[config.mk]
export PLATFORM = sky130hd
export DESIGN_NAME = tbsp_scale
export DESIGN_NICKNAME = d
export VERILOG_FILES = /design/src/tbsp_pkg.sv /design/src/tbsp_scale.sv
export SDC_FILE = /design/constraint.sdc
export NUM_CORES = 1
export LEC_CHECK = 0
export BUFFER_PORTS_ARGS = -buffer_cell sky130_fd_sc_hd__buf_4
export CORE_MARGIN = 8
export CORE_UTILIZATION = 60
export DETAILED_ROUTE_END_ITERATION = 10
export PLACE_DENSITY = 0.88
export SYNTH_ARGS = -nofsm -noshare
export SYNTH_HDL_FRONTEND = slang
export SYNTH_SLANG_ARGS = --single-unit
[constraint.sdc]
create_clock -name vclk -period 8.3
set_input_delay 0.83 -clock vclk [all_inputs]
set_output_delay 0.83 -clock vclk [all_outputs]
set_load 0.02 [all_outputs]
[src/tbsp_pkg.sv]
// ----------------------------------------------------------------------------
// tbsp_pkg
// Constants, register codes and shared types of the triple buffer sample player.
// ----------------------------------------------------------------------------
`default_nettype none

package tbsp_pkg;

   localparam int BufferWords = 256;
   localparam int GainShift   = 12;
   localparam int NumBufs     = 3;

   localparam int BufW     = 2;
   localparam int PtrW     = $clog2(BufferWords);
   localparam int CountW   = $clog2(BufferWords + 1);
   localparam int AddrW    = $clog2(NumBufs * BufferWords);
   localparam int WordW    = 16;
   localparam int GainW    = 16;
   localparam int PlayW    = 8;
   localparam int SampleW  = 20;
   localparam int ProductW = WordW + GainW + 1;
   localparam int CsrAddrW = 4;
   localparam int CsrDataW = 32;

   localparam logic [PlayW-1:0] PlaysEndless = 8'hFF;
   localparam logic [7:0]       DecodeXor    = 8'hAA;
   localparam logic [7:0]       DecodeAdd    = 8'hD7;
   localparam logic [BufW-1:0]  LastBuf      = BufW'(NumBufs - 1);

   // register index, taken from the word address
   typedef enum logic [1:0] {
      CsrGain           = 2'd0,
      CsrCountedMode    = 2'd1,
      CsrPlayCountStart = 2'd2
   } csr_index_type;

   // status fields of one result transaction
   typedef struct packed {
      logic                sample_valid;
      logic [NumBufs-1:0]  ready_mask;
      logic [BufW-1:0]     current_buffer;
      logic                muted;
      logic                fill_dropped;
   } rsp_status_type;

   function automatic logic [BufW-1:0] next_buf(input logic [BufW-1:0] b);
      logic [BufW-1:0] n;
      n = (b == LastBuf) ? '0 : b + BufW'(1);
      return n;
   endfunction

endpackage

`default_nettype wire

[src/tbsp_scale.sv]
// ----------------------------------------------------------------------------
// tbsp_scale
// Descramble one stored word, scale it by the gain and saturate to 20 bits.
// ----------------------------------------------------------------------------
`default_nettype none

module tbsp_scale
   import tbsp_pkg::*;
(
   input  logic                      [WordW-1:0]   word,
   input  logic                      [GainW-1:0]   gain,
   output logic signed               [SampleW-1:0] sample
);

   localparam logic signed [ProductW-1:0] SatMax = ProductW'((1 << (SampleW - 1)) - 1);
   localparam logic signed [ProductW-1:0] SatMin = ~SatMax;

   logic [WordW-1:0]           decoded;
   logic signed [ProductW-1:0] product_s;
   logic signed [ProductW-1:0] shifted_s;

   // high byte unscrambled by xor, low byte by an add modulo 256
   assign decoded = {word[15:8] ^ DecodeXor, word[7:0] + DecodeAdd};

   assign product_s = $signed({{(ProductW - WordW){decoded[WordW-1]}}, decoded})
                    * $signed({{(ProductW - GainW){1'b0}}, gain});

   // arithmetic shift floors toward minus infinity
   assign shifted_s = product_s >>> GainShift;

   always_comb begin
      if (shifted_s > SatMax) begin
         sample = SampleW'(SatMax);
      end else if (shifted_s < SatMin) begin
         sample = SampleW'(SatMin);
      end else begin
         sample = shifted_s[SampleW-1:0];
      end
   end

endmodule

`default_nettype wire

==> results by group <==
Setup path
  – Cell seen most often among critical-path stages: fa_1
  – Delay of the slowest critical-path stage: 540 ps
  – Worst path slowest cell: fa_1
  – Required arrival time at the worst endpoint: 7470 ps
  – Largest fanout on the critical path: 7
  – Worst Setup Start Kind: input port
  – Worst setup path class: in -> out
  – Critical path capture point type: output pin
  – Data arrival, critical path: 7390 ps

GRT
  – GR peak layer: met2
  – Overflow after GRT: 0
  – Met1 usage: 0.254
  – GRT met2 Usage: 0.432
  – Met3 usage: 0.0114
  – First-pass GRT wire length: ~36000 um
  – Largest net degree at the start of global routing: 18
  – Via count of the first global-routing pass: 7956
  – Number of antenna violations at the first check in global routing: 0
  – GRT Util Overall: 0.224

Placement
  – Placed cell count: between 1000 and 1500
  – Gp weighted congestion: 0.927
  – HPWL after detailed placement: approximately 18000 um
  – IO Port Bufs: 52

Routing
  – Total wire length after detailed routing: 22700 um
  – Number of iterations in the first detailed-routing pass: 5
  – Total number of vias: 7269
  – DRC: 0
  – Via/cell ratio: approximately 5.7
  – 1st-iter DRT viols: 440
  – Routed wirelength normalized by instance count: about 18 um
  – Antenna Nets Post-Route: 0

Synth
  – Most frequently used cell type in the post-synthesis netlist: inv_1
  – Net Count, Synth: around 1400
  – Cell count after synthesis: around 1000
  – Warnings, synthesis: 0
  – Synth Area per Inst: ~8.7 sq um
  – Seq/Total Area, Yosys: 0
  – Mapped Area: 9070 sq um
  – Area share of the leading cell type in the synthesized netlist: 0.426
  – Count of different cell masters after synthesis: 52
  – Most common library cells after synthesis: 251 x inv_1, 193 x fa_1, 120 x ha_1
  – Largest area contributor in the netlist: fa_1
  – Top cells by area in the synthesized netlist: fa_1 43%, ha_1 17%, inv_1 10%

STA
  – Max transition margin: 0.686
  – Fmax achieved: 122 MHz
  – Final clock period utilization by the worst path: 0.990
  – Final Hold Viols: 0
  – Worst Max-Slew Pin Slew: roughly 470 ps
  – Total setup violations reported at the end of the flow: 0
  – Smallest hold slack: 2810 ps
  – Post-route minimum period: just over 8000 ps
  – Final slew viol count: 0
  – Post-route setup TNS: 0 ps

Min path
  – Path category of the worst min-delay check: in -> out

Floorplanning
  – Total core area: 15000 sq um
  – Die Outline Area: 19300 sq um
  – Starting density of the core: 0.606
  – FP Rows: between 40 and 50
  – Die height: roughly 140 um
  – Die extent in x: roughly 140 um
  – Number of I/O pins: 52

Final layout
  – Final nets: about 1400
  – Fraction of layout instances using a drive strength above 1: 0.184
  – Filler instances: 1087
  – Post-route insts no fill: between 1000 and 1500
  – Number of flip-flops and latches: 0
  – Antenna Diode Count: 0
  – Area growth from synthesis to final layout: 15.0%
  – Count of clock buffers in the final design: 0
  – Sequential Area: 0 sq um

Run status
  – Result of the run: finished clean

Job
  – Max-capacitance violation count: 0

Clocking
  – Hold Buf Count CTS: 0
[path summary, 6_finish.rpt]
check,start,endpoint,slack [ps],cells past startpoint
worst min-delay path,gain[1],sample[2],2810,8
worst max-delay path,word[1],sample[15],80,28
[through the flow]
| stage | utilization | instance area, sq um | worst slack [ps] |
|---|---|---|---|
| finish | 0.697 | 10400 | 80.1 |
| global route | 0.697 | 10400 | -128 |
| floorplan | - | 9250 | 5.43 |
| global placement | 0.666 | 9970 | 22.0 |
| CTS | 0.676 | 10100 | 0.939 |
| detailed placement | 0.666 | 9970 | -97.6 |
[cell families (layout without fill, tap and decap cells)]
logic type	after synthesis	in the layout	synth area share
buf+inv	294	344	0.125
fa+ha+maj	313	313	0.591
compound gates	95	95	0.0708
simple gates	310	310	0.187
xor+xnor	26	26	0.0251
mux	1	1	0.00124
[cell usage in the layout (no fill, tap or decap), types with 3 or more instances in the layout]
cell,Yosys,layout
a21oi_2,5,8
xnor2_1,15,14
buf_6,3,11
ha_1,120,106
nor2b_1,34,34
and2_1,88,85
o21ai_0,15,6
a21oi_4,0,10
inv_1,251,240
nand3_1,9,6
inv_2,0,11
a21oi_1,29,16
fa_1,193,184
buf_12,0,3
ha_2,0,3
xor2_1,11,10
fa_2,0,9
or2_2,15,15
nor2_1,12,10
o21a_1,6,6
and2_4,0,3
a21o_1,9,9
nand2b_1,44,44
nand4_1,6,6
ha_4,0,11
a31oi_1,5,5
nand2_1,87,83
o21ai_2,0,9
buf_4,1,76
nand2_2,0,4
[routing by layer]
metal	share of wire	up-vias
li1	-	3227
met3	0.039	83
met5	0	-
met1	0.37	3702
met2	0.55	257
met4	0.043	0
[critical path: cells and delay by family]
| kind | cells | cell delay, ps |
|---|---|---|
| compound gates | 7 | 1510 |
| xor+xnor | 1 | 150 |
| fa+ha+maj | 7 | 3270 |
| buf+inv | 8 | 920 |
| simple gates | 5 | 690 |
[timing repair]
action / in CTS / in global routing
pin swaps: 13 / 62
cloned: 2 / 1
gates resized for setup: 23 / 69
setup endpoints to repair: 19 / 19
setup buffers: 1 / 3
[cell type report]
class,count,area [sq um],area share
repair buffers,93,835,0.0800
well taps,188,235,0.0225
multi-input cells,745,8420,0.807
inverters,251,942,0.0903
Power is left out: the tool's default activity adds up to more than one toggle a clock period on the data nets, which glitch-free logic cannot reach.
